--- src/rtl/core/bmnr_pkg.sv ---
// package for the bus master node registry: sizes, codes and shared structs
package bmnr_pkg;

    localparam int NODE_SLOTS = 16;
    localparam int IDX_W      = (NODE_SLOTS > 1) ? $clog2(NODE_SLOTS) : 1;
    localparam int CNT_W      = $clog2(NODE_SLOTS + 1);
    localparam int MAC_BYTES  = 6;

    localparam int CFG_IDX_W  = 3;
    localparam int CFG_DATA_W = 16;

    // configuration register indexes
    localparam logic [CFG_IDX_W-1:0] CFG_MASTER_ADDR = 3'd0;
    localparam logic [CFG_IDX_W-1:0] CFG_PROTO_VER   = 3'd1;
    localparam logic [CFG_IDX_W-1:0] CFG_HELLO_CODE  = 3'd2;
    localparam logic [CFG_IDX_W-1:0] CFG_PONG_CODE   = 3'd3;
    localparam logic [CFG_IDX_W-1:0] CFG_ACK_CODE    = 3'd4;

    // result status codes
    localparam logic [1:0] ST_IGNORED = 2'd0;
    localparam logic [1:0] ST_REFRESH = 2'd1;
    localparam logic [1:0] ST_INSERT  = 2'd2;
    localparam logic [1:0] ST_FULL    = 2'd3;

    typedef logic [IDX_W-1:0] t_idx;
    typedef logic [CNT_W-1:0] t_cnt;

    // request handed from the top level to the sequencer
    typedef struct packed {
        logic        start;
        logic        upsert;
        logic        with_mac;
        logic [15:0] key;
        logic [47:0] mac;
        logic [31:0] now;
    } t_seq_cmd;

    // finished result from the sequencer
    typedef struct packed {
        logic       done;
        logic [1:0] status;
        t_idx       where;
    } t_seq_res;

    // table write port
    typedef struct packed {
        logic        en;
        logic        insert;
        t_idx        idx;
        logic [15:0] node_id;
        logic        with_mac;
        logic [47:0] mac;
        logic [31:0] now;
    } t_tbl_wr;

    // table read port, one slot at a time plus the fill count
    typedef struct packed {
        logic        valid;
        logic [15:0] node_id;
        t_cnt        count;
    } t_tbl_rd;

endpackage

--- src/rtl/core/bus_master_node_registry.sv ---
// top level of the bus master node registry: filter, config, sequencer, table, output register
//
//  channel   direction  handshake                  payload
//  in        request    i_in_valid / o_in_stall    msg_version .. time_ms
//  out       result     o_out_valid / i_out_stall  status .. nodes_known
//  cfg       write      i_cfg_valid / o_cfg_ready  i_cfg_index, i_cfg_data
//
// a request that reaches the table passes a start register, a scan of the slots
// one at a time through the single id comparator, and the done state; a
// filtered request goes from the start register straight to the done state.
// a hit ends the scan early.
// reset (synchronous, active low) clears the valid bits, count and config
// registers at once; no clearing pass. o_in_stall is high while a request is
// in work; a result waits in the output register while i_out_stall is high,
// and the next request is taken meanwhile, held in its done state until then.
module bus_master_node_registry (
    input  logic                               i_clk,
    input  logic                               i_rst_n,
    // request channel
    input  logic                               i_in_valid,
    output logic                               o_in_stall,
    input  logic [7:0]                         i_msg_version,
    input  logic [7:0]                         i_msg_type,
    input  logic [15:0]                        i_msg_dest,
    input  logic [15:0]                        i_msg_source,
    input  logic [7:0]                         i_payload_length,
    input  logic [47:0]                        i_payload_mac,
    input  logic [31:0]                        i_time_ms,
    // result channel
    output logic                               o_out_valid,
    input  logic                               i_out_stall,
    output logic [1:0]                         o_status,
    output logic                               o_send_ack,
    output logic [7:0]                         o_ack_type,
    output logic [15:0]                        o_ack_dest,
    output logic [15:0]                        o_ack_source,
    output logic [3:0]                         o_slot_index,
    output logic [4:0]                         o_nodes_known,
    // configuration write channel
    input  logic                               i_cfg_valid,
    output logic                               o_cfg_ready,
    input  logic [bmnr_pkg::CFG_IDX_W-1:0]     i_cfg_index,
    input  logic [bmnr_pkg::CFG_DATA_W-1:0]    i_cfg_data
);

    // configuration registers
    logic [15:0] r_master_addr;
    logic [7:0]  r_proto_ver;
    logic [7:0]  r_hello_code;
    logic [7:0]  r_pong_code;
    logic [7:0]  r_ack_code;

    // control
    logic r_busy;
    logic r_start;
    logic r_out_valid;

    // captured request
    logic        r_upsert;
    logic        r_hello;
    logic        r_with_mac;
    logic [15:0] r_src;
    logic [47:0] r_mac;
    logic [31:0] r_now;

    // output payload
    logic [1:0]  r_status;
    logic        r_send_ack;
    logic [7:0]  r_ack_type;
    logic [15:0] r_ack_dest;
    logic [15:0] r_ack_source;
    logic [3:0]  r_slot_index;
    logic [4:0]  r_nodes_known;

    logic in_accept;
    logic out_load;
    logic msg_for_us;
    logic is_hello;
    logic is_pong;

    bmnr_pkg::t_seq_cmd seq_cmd;
    bmnr_pkg::t_seq_res seq_res;
    bmnr_pkg::t_tbl_wr  tbl_wr;
    bmnr_pkg::t_tbl_rd  tbl_rd;
    bmnr_pkg::t_idx     rd_idx;

    assign o_in_stall  = r_busy;
    assign o_cfg_ready = 1'b1;
    assign in_accept   = i_in_valid && !r_busy;

    // header filter; hello wins when hello and pong codes are equal
    assign msg_for_us = (i_msg_version == r_proto_ver) && (i_msg_dest == r_master_addr);
    assign is_hello   = msg_for_us && (i_msg_type == r_hello_code);
    assign is_pong    = msg_for_us && (i_msg_type == r_pong_code);

    // result moves to the output register once it is free or being taken
    assign out_load = seq_res.done && (!r_out_valid || !i_out_stall);

    always_ff @(posedge i_clk) begin
        if (!i_rst_n) begin
            r_master_addr <= '0;
            r_proto_ver   <= '0;
            r_hello_code  <= '0;
            r_pong_code   <= '0;
            r_ack_code    <= '0;
        end else if (i_cfg_valid && o_cfg_ready) begin
            case (i_cfg_index)
                bmnr_pkg::CFG_MASTER_ADDR: r_master_addr <= i_cfg_data;
                bmnr_pkg::CFG_PROTO_VER:   r_proto_ver   <= i_cfg_data[7:0];
                bmnr_pkg::CFG_HELLO_CODE:  r_hello_code  <= i_cfg_data[7:0];
                bmnr_pkg::CFG_PONG_CODE:   r_pong_code   <= i_cfg_data[7:0];
                bmnr_pkg::CFG_ACK_CODE:    r_ack_code    <= i_cfg_data[7:0];
                default: begin
                end
            endcase
        end
    end

    always_ff @(posedge i_clk) begin
        if (!i_rst_n) begin
            r_busy      <= 1'b0;
            r_start     <= 1'b0;
            r_out_valid <= 1'b0;
        end else begin
            r_start <= in_accept;
            if (in_accept) begin
                r_busy <= 1'b1;
            end else if (out_load) begin
                r_busy <= 1'b0;
            end
            if (out_load) begin
                r_out_valid <= 1'b1;
            end else if (!i_out_stall) begin
                r_out_valid <= 1'b0;
            end
        end
    end

    // request capture
    always_ff @(posedge i_clk) begin
        if (in_accept) begin
            r_upsert   <= is_hello || is_pong;
            r_hello    <= is_hello;
            r_with_mac <= is_hello &&
                          (i_payload_length == 8'(bmnr_pkg::MAC_BYTES));
            r_src      <= i_msg_source;
            r_mac      <= i_payload_mac;
            r_now      <= i_time_ms;
        end
    end

    // result capture; the ack fields are zero unless a hello was processed
    always_ff @(posedge i_clk) begin
        if (out_load) begin
            r_status      <= seq_res.status;
            r_send_ack    <= r_hello;
            r_ack_type    <= r_hello ? r_ack_code : 8'd0;
            r_ack_dest    <= r_hello ? r_src : 16'd0;
            r_ack_source  <= r_hello ? r_master_addr : 16'd0;
            r_slot_index  <= 4'(seq_res.where);
            r_nodes_known <= 5'(tbl_rd.count);
        end
    end

    assign seq_cmd.start    = r_start;
    assign seq_cmd.upsert   = r_upsert;
    assign seq_cmd.with_mac = r_with_mac;
    assign seq_cmd.key      = r_src;
    assign seq_cmd.mac      = r_mac;
    assign seq_cmd.now      = r_now;

    bmnr_seq u_seq (
        .i_clk      (i_clk),
        .i_rst_n    (i_rst_n),
        .i_cmd      (seq_cmd),
        .i_done_ack (out_load),
        .i_rd       (tbl_rd),
        .o_rd_idx   (rd_idx),
        .o_wr       (tbl_wr),
        .o_res      (seq_res)
    );

    bmnr_table u_table (
        .i_clk    (i_clk),
        .i_rst_n  (i_rst_n),
        .i_rd_idx (rd_idx),
        .i_wr     (tbl_wr),
        .o_rd     (tbl_rd)
    );

    assign o_out_valid   = r_out_valid;
    assign o_status      = r_status;
    assign o_send_ack    = r_send_ack;
    assign o_ack_type    = r_ack_type;
    assign o_ack_dest    = r_ack_dest;
    assign o_ack_source  = r_ack_source;
    assign o_slot_index  = r_slot_index;
    assign o_nodes_known = r_nodes_known;

    a_one_in_flight: assert property (@(posedge i_clk) disable iff (!i_rst_n)
        seq_res.done |-> r_busy)
        else $error("result without a request in work");

    a_start_after_accept: assert property (@(posedge i_clk) disable iff (!i_rst_n)
        in_accept |=> (r_start && r_busy))
        else $error("accepted request did not start the sequencer");

    a_ack_fields: assert property (@(posedge i_clk) disable iff (!i_rst_n)
        (r_out_valid && !r_send_ack) |->
            (r_ack_type == 8'd0 && r_ack_dest == 16'd0 && r_ack_source == 16'd0))
        else $error("ack fields set without an ack");

endmodule

--- src/rtl/core/bmnr_table.sv ---
// slot table of the node registry: valid bits, node ids, macs, timestamps, count
module bmnr_table (
    input  logic              i_clk,
    input  logic              i_rst_n,
    input  bmnr_pkg::t_idx    i_rd_idx,
    input  bmnr_pkg::t_tbl_wr i_wr,
    output bmnr_pkg::t_tbl_rd o_rd
);

    logic [bmnr_pkg::NODE_SLOTS-1:0] r_valid;
    logic [15:0]                     r_node_id   [bmnr_pkg::NODE_SLOTS];
    logic                            r_has_mac   [bmnr_pkg::NODE_SLOTS];
    logic [47:0]                     r_mac       [bmnr_pkg::NODE_SLOTS];
    logic [31:0]                     r_last_seen [bmnr_pkg::NODE_SLOTS];
    bmnr_pkg::t_cnt                  r_count;

    always_ff @(posedge i_clk) begin
        if (!i_rst_n) begin
            r_valid <= '0;
            r_count <= '0;
        end else if (i_wr.en && i_wr.insert) begin
            r_valid[i_wr.idx] <= 1'b1;
            if (r_count < bmnr_pkg::CNT_W'(bmnr_pkg::NODE_SLOTS)) begin
                r_count <= r_count + 1'b1;
            end
        end
    end

    // payload of the slots; read out ungated, beside the slot's valid bit
    always_ff @(posedge i_clk) begin
        if (i_wr.en) begin
            r_last_seen[i_wr.idx] <= i_wr.now;
            if (i_wr.insert) begin
                r_node_id[i_wr.idx] <= i_wr.node_id;
                r_has_mac[i_wr.idx] <= i_wr.with_mac;
                r_mac[i_wr.idx]     <= i_wr.with_mac ? i_wr.mac : 48'd0;
            end else if (i_wr.with_mac) begin
                r_has_mac[i_wr.idx] <= 1'b1;
                r_mac[i_wr.idx]     <= i_wr.mac;
            end
        end
    end

    assign o_rd.valid   = r_valid[i_rd_idx];
    assign o_rd.node_id = r_node_id[i_rd_idx];
    assign o_rd.count   = r_count;

    a_count_max: assert property (@(posedge i_clk) disable iff (!i_rst_n)
        r_count <= bmnr_pkg::CNT_W'(bmnr_pkg::NODE_SLOTS))
        else $error("slot count above table size");

    a_count_matches: assert property (@(posedge i_clk) disable iff (!i_rst_n)
        r_count == bmnr_pkg::CNT_W'($countones(r_valid)))
        else $error("slot count differs from valid bits");

    a_insert_free: assert property (@(posedge i_clk) disable iff (!i_rst_n)
        (i_wr.en && i_wr.insert) |-> !r_valid[i_wr.idx])
        else $error("insert into occupied slot");

    a_refresh_hit: assert property (@(posedge i_clk) disable iff (!i_rst_n)
        (i_wr.en && !i_wr.insert) |->
            (r_valid[i_wr.idx] && r_node_id[i_wr.idx] == i_wr.node_id))
        else $error("refresh of a slot that does not hold the node");

endmodule

--- src/rtl/core/bmnr_seq.sv ---
// scan sequencer: walks the slots one per cycle through a shared id comparator
module bmnr_seq (
    input  logic               i_clk,
    input  logic               i_rst_n,
    input  bmnr_pkg::t_seq_cmd i_cmd,
    input  logic               i_done_ack,
    input  bmnr_pkg::t_tbl_rd  i_rd,
    output bmnr_pkg::t_idx     o_rd_idx,
    output bmnr_pkg::t_tbl_wr  o_wr,
    output bmnr_pkg::t_seq_res o_res
);

    localparam logic [1:0] S_IDLE = 2'd0;
    localparam logic [1:0] S_SCAN = 2'd1;
    localparam logic [1:0] S_DONE = 2'd2;

    localparam bmnr_pkg::t_idx LAST_IDX = bmnr_pkg::IDX_W'(bmnr_pkg::NODE_SLOTS - 1);

    logic [1:0]     r_state,      n_state;
    bmnr_pkg::t_idx r_idx,        n_idx;
    logic           r_free_found, n_free_found;
    bmnr_pkg::t_idx r_free_idx,   n_free_idx;
    logic [1:0]     r_status,     n_status;
    bmnr_pkg::t_idx r_where,      n_where;

    logic hit;
    logic free_here;

    // the one comparator, reused for every slot
    assign hit       = i_rd.valid && (i_rd.node_id == i_cmd.key);
    assign free_here = !i_rd.valid && !r_free_found;

    always_comb begin
        n_state      = r_state;
        n_idx        = r_idx;
        n_free_found = r_free_found;
        n_free_idx   = r_free_idx;
        n_status     = r_status;
        n_where      = r_where;
        o_wr          = '0;
        o_wr.node_id  = i_cmd.key;
        o_wr.with_mac = i_cmd.with_mac;
        o_wr.mac      = i_cmd.mac;
        o_wr.now      = i_cmd.now;
        case (r_state)
            S_IDLE: begin
                if (i_cmd.start) begin
                    if (i_cmd.upsert) begin
                        n_state      = S_SCAN;
                        n_idx        = '0;
                        n_free_found = 1'b0;
                        n_free_idx   = '0;
                    end else begin
                        n_state  = S_DONE;
                        n_status = bmnr_pkg::ST_IGNORED;
                        n_where  = '0;
                    end
                end
            end
            S_SCAN: begin
                if (hit) begin
                    o_wr.en     = 1'b1;
                    o_wr.insert = 1'b0;
                    o_wr.idx    = r_idx;
                    n_status    = bmnr_pkg::ST_REFRESH;
                    n_where     = r_idx;
                    n_state     = S_DONE;
                end else begin
                    if (free_here) begin
                        n_free_found = 1'b1;
                        n_free_idx   = r_idx;
                    end
                    if (r_idx == LAST_IDX) begin
                        n_state = S_DONE;
                        if (r_free_found || free_here) begin
                            o_wr.en     = 1'b1;
                            o_wr.insert = 1'b1;
                            o_wr.idx    = free_here ? r_idx : r_free_idx;
                            n_status    = bmnr_pkg::ST_INSERT;
                            n_where     = free_here ? r_idx : r_free_idx;
                        end else begin
                            n_status = bmnr_pkg::ST_FULL;
                            n_where  = '0;
                        end
                    end else begin
                        n_idx = r_idx + 1'b1;
                    end
                end
            end
            S_DONE: begin
                if (i_done_ack) begin
                    n_state = S_IDLE;
                end
            end
            default: begin
                n_state = S_IDLE;
            end
        endcase
    end

    always_ff @(posedge i_clk) begin
        if (!i_rst_n) begin
            r_state      <= S_IDLE;
            r_idx        <= '0;
            r_free_found <= 1'b0;
        end else begin
            r_state      <= n_state;
            r_idx        <= n_idx;
            r_free_found <= n_free_found;
        end
    end

    always_ff @(posedge i_clk) begin
        r_free_idx <= n_free_idx;
        r_status   <= n_status;
        r_where    <= n_where;
    end

    assign o_rd_idx     = r_idx;
    assign o_res.done   = (r_state == S_DONE);
    assign o_res.status = r_status;
    assign o_res.where  = r_where;

    a_write_in_scan: assert property (@(posedge i_clk) disable iff (!i_rst_n)
        o_wr.en |-> (r_state == S_SCAN))
        else $error("table write outside the scan");

    a_scan_ends_done: assert property (@(posedge i_clk) disable iff (!i_rst_n)
        (r_state == S_SCAN && (hit || r_idx == LAST_IDX)) |=> (r_state == S_DONE))
        else $error("scan did not finish on hit or last slot");

    a_full_no_slot: assert property (@(posedge i_clk) disable iff (!i_rst_n)
        (r_state == S_DONE && (r_status == bmnr_pkg::ST_FULL
            || r_status == bmnr_pkg::ST_IGNORED)) |-> (r_where == '0))
        else $error("slot index set without an update");

endmodule
--- config.mk ---
export PLATFORM = sky130hd
export DESIGN_NAME = bus_master_node_registry
export DESIGN_NICKNAME = d
export VERILOG_FILES = /design/src/rtl/core/bmnr_pkg.sv /design/src/rtl/core/bus_master_node_registry.sv /design/src/rtl/core/bmnr_table.sv /design/src/rtl/core/bmnr_seq.sv
export SDC_FILE = /design/constraint.sdc
export NUM_CORES = 1
export LEC_CHECK = 0
export ABC_AREA = 0
export BUFFER_PORTS_ARGS = -buffer_cell sky130_fd_sc_hd__buf_2
export CORE_UTILIZATION = 54
export CTS_BUF_LIST = sky130_fd_sc_hd__clkbuf_16
export DETAILED_ROUTE_END_ITERATION = 12
export PLACE_DENSITY = 0.85
export SLEW_MARGIN = 40
export SYNTH_ARGS = -nofsm -noshare
export SYNTH_HDL_FRONTEND = slang
export SYNTH_SLANG_ARGS = --single-unit
--- constraint.sdc ---
create_clock -name i_clk -period 6.4 [get_ports i_clk]
set_input_delay 0.32 -clock i_clk [delete_from_list [all_inputs] [get_ports i_clk]]
set_output_delay 0.32 -clock i_clk [all_outputs]
set_load 0.01 [all_outputs]
==> results.json <==
{
  "status": "finished, final reports clean",
  "power_density_nw_per_um2": 284,
  "num_antenna_cells": 0,
  "via_count": 9504,
  "tns_ns": 0,
  "cts_buffers": 43,
  "h-tree-depth": 2,
  "postLayoutSetupSlackWorst_ns": 1.47,
  "fp.dieW_um": 178,
  "irDropWorstVdd_uv": 230,
  "cts-root-buf": "clkbuf_16",
  "die-area_um2": 31800,
  "pwr-share-comb": 0.029,
  "syn_inst": 1029,
  "cp_max_fo": 28,
  "grt_pass1_wl_um": 55300,
  "dp_slack_ns": 1.33,
  "fin_skew_ns": 0.0198,
  "m1WireLength_um": 14400,
  "worst_path_most_repeated_cell": "mux2i_1",
  "boundaryPins": 215,
  "hold_buffers": 17,
  "syn-num-nets": 1191,
  "cp_data_required_time_ns": 6.62,
  "seqPwrFrac": 0.541,
  "ys_warn_count": 0,
  "slew_viol_final": 0,
  "multi_input_area_um2": 4910,
  "overflow": 0,
  "dieHeight_um": 178,
  "clkLatencyLatePin_ns": 0.55,
  "highest_layer": "met4",
  "grt_max_degree": 86,
  "synthArstFlopShare": 0,
  "layout_min_cycle_time_ns": 4.93,
  "min_from": "i_cfg_data[10]",
  "dr_wl_met2_um": 17800,
  "final_area_um2": 19500,
  "worst_pin_slew_ns": 0.819,
  "p_int_w": 0.00439,
  "crit_slowest_cell": "nor4_4",
  "clk_pin_slew_ns": 0.06,
  "ys.flop_type": "edfxtp_1",
  "setup_violations": 0,
  "p_leak_nw": 6.45,
  "start_util": 0.549,
  "std_cell_rows": 64,
  "postRouteAntennaNets": 0,
  "gp_congestion": 0.851,
  "synth_seq_area_share": 0.700,
  "fillCellCount": 2072,
  "p_switching_w": 0.00115,
  "clkSinkCount": 419,
  "syn_avg_cell_area_um2": 16.3,
  "dpl.hpwl_um": 20900,
  "dr.pass1.iters": 5,
  "cts_buffer_depth": 3,
  "cp-start-kind": "flop",
  "p_clk_frac": 0.430,
  "cts_resized": 0,
  "syn_area_um2": 16800,
  "cts_tree": "yes",
  "wire_per_inst_um": 22.2,
  "end_kind": "flop",
  "cts_setup_buffers": 0,
  "portBuffers": 125,
  "synth-edff-count": 336,
  "wl_um": 36000,
  "drive_above_1_share": 0.263,
  "layout_commonest_cell": "edfxtp_1",
  "max_freq_mhz": 203,
  "hold_violations": 0,
  "fin_nets": 1352,
  "drv_cap": 0,
  "layout_common_cells": "edfxtp_1, buf_2, nand2_1, dfxtp_1, mux4_2",
  "viasPerCell": 5.87,
  "regArea_um2": 11800,
  "min_path_type": "primary input to flop",
  "drc": 0,
  "slew_headroom": 0.439,
  "cpPeakStageDelay_ns": 0.77,
  "arrival_ns": 5.15,
  "ys_types": 51,
  "antenna_found_initial": 0,
  "fin_util": 0.639,
  "wl_met3_um": 2700,
  "rsz0062_at_grt": "no",
  "path_class": "flop to flop",
  "design.core.area_um2": 30600,
  "sw_frac_of_total": 0.207,
  "grt_pass1_vias": 9616,
  "drtIter0Drc": 903,
  "dpl_cell_area_um2": 18000,
  "cp_cell_sequence": "buf_12 > mux4_2 > mux2i_1 > mux2i_1 > xnor2_1 > nand4_1 > nor4_4 > mux2i_1 > nor3_2 > buf_4",
  "period_share": 0.771,
  "synth-seq-cells": 419,
  "area_delta_synth_final_pct": 16.4,
  "grtUsageTotal": 0.237
}
synth_stat cells, types with 8 or more instances:
master,instances,share of area
mux2i_1,55,0.033
nor3_1,12,0.0036
buf_2,20,0.0060
a21boi_0,43,0.019
nor4_1,18,0.0067
xnor2_1,33,0.017
o21a_1,9,0.0040
nor2_1,16,0.0036
o21ai_0,15,0.0045
dfxtp_1,83,0.099
nand3_1,9,0.0027
mux4_2,73,0.098
nand2_1,119,0.027
nand4_1,8,0.0030
xor2_1,26,0.014
nand2b_1,10,0.0037
and2_1,43,0.016
clkbuf_1,27,0.0060
nor2b_1,14,0.0052
edfxtp_1,336,0.60
per-stage QoR:
| step | hold slack (ns) | cells | total power (W) |
|---|---|---|---|
| detailed placement | 0.405 | 1524 | 0.00321 |
| global route | 0.0186 | 1620 | 0.00570 |
| floorplan | 0.400 | 1029 | 0.00314 |
| CTS | 0.00742 | 1620 | 0.00558 |
| finish | 0.0180 | 1620 | 0.00554 |
| global placement | 0.411 | 1524 | 0.00320 |
power groups by stage:
| stage | clock network, W | registers [W] | logic (W) |
|---|---|---|---|
| 3_5_place_dp | 0 | 0.00306 | 0.000151 |
| 2_1_floorplan | 0 | 0.00305 | 0.0000901 |
| 5_1_grt | 0.00252 | 0.00300 | 0.000174 |
| 6_report | 0.00238 | 0.00300 | 0.000160 |
| 4_1_cts | 0.00242 | 0.00300 | 0.000161 |
| 3_3_place_gp | 0 | 0.00306 | 0.000147 |
state kept, by name (all words and copies together) (netlist names), 2 cells and up, named ones only:
name / count
u_table.r_count: 5
o_slot_index: 4
u_table.r_valid: 16
o_status: 2
r_ack_code: 8
u_seq.r_status: 2
u_seq.r_free_idx: 4
o_ack_source: 16
r_master_addr: 16
r_src: 16
r_proto_ver: 8
r_pong_code: 8
r_hello_code: 8
u_table.r_node_id: 256
o_nodes_known: 5
o_ack_dest: 16
u_seq.o_rd_idx: 4
u_seq.r_where: 4
u_seq.r_state: 2
o_ack_type: 8
path summary, 6_finish.rpt:
| check | to | slack [ns] | cells after the start |
|---|---|---|---|
| hold / removal | r_master_addr[10] | 0.02 | 3 |
| setup reg to reg | u_table.r_node_id[6][1] | 1.47 | 10 |
| hold reg to reg | o_slot_index[2] | 0.42 | 0 |
| setup / recovery | u_table.r_node_id[6][1] | 1.47 | 10 |
layer usage:
layer / GRT usage / up-vias
met3: 0.0465 / 80
met5: 0 / -
li1: - / 4244
met2: 0.385 / 421
met1: 0.317 / 4759
met4: 0.0890 / 0
worst max-delay path, delay by kind of cell (launching register included):
kind / cells / cell delay [ns]
XOR/XNOR: 1 / 0.27
buffers and inverters: 2 / 0.70
flip-flops: 1 / 0.76
multiplexers: 4 / 1.18
AND/OR/NAND/NOR: 3 / 1.67
layout make-up:
cell class | count | share of cell area
Clock buffer | 43 | 0.0550
Inverter | 1 | 0.000192
Sequential cell | 419 | 0.602
Tap cell | 396 | 0.0253
Clock inverter | 36 | 0.0143
Timing Repair Buffer | 169 | 0.0524
Multi-Input combinational cell | 556 | 0.251
cell families after synthesis:
group           count (synthesis)  share of synthesized area
fa+ha+maj                       2                    0.00149
xor+xnor                       59                     0.0308
buf+inv                        54                     0.0149
other cells                     1                   0.000223
compound gates                 86                     0.0355
flops                         419                      0.700
mux                           131                      0.133
simple gates                  277                     0.0848
No activity file was read; power rests on OpenSTA's default activity.
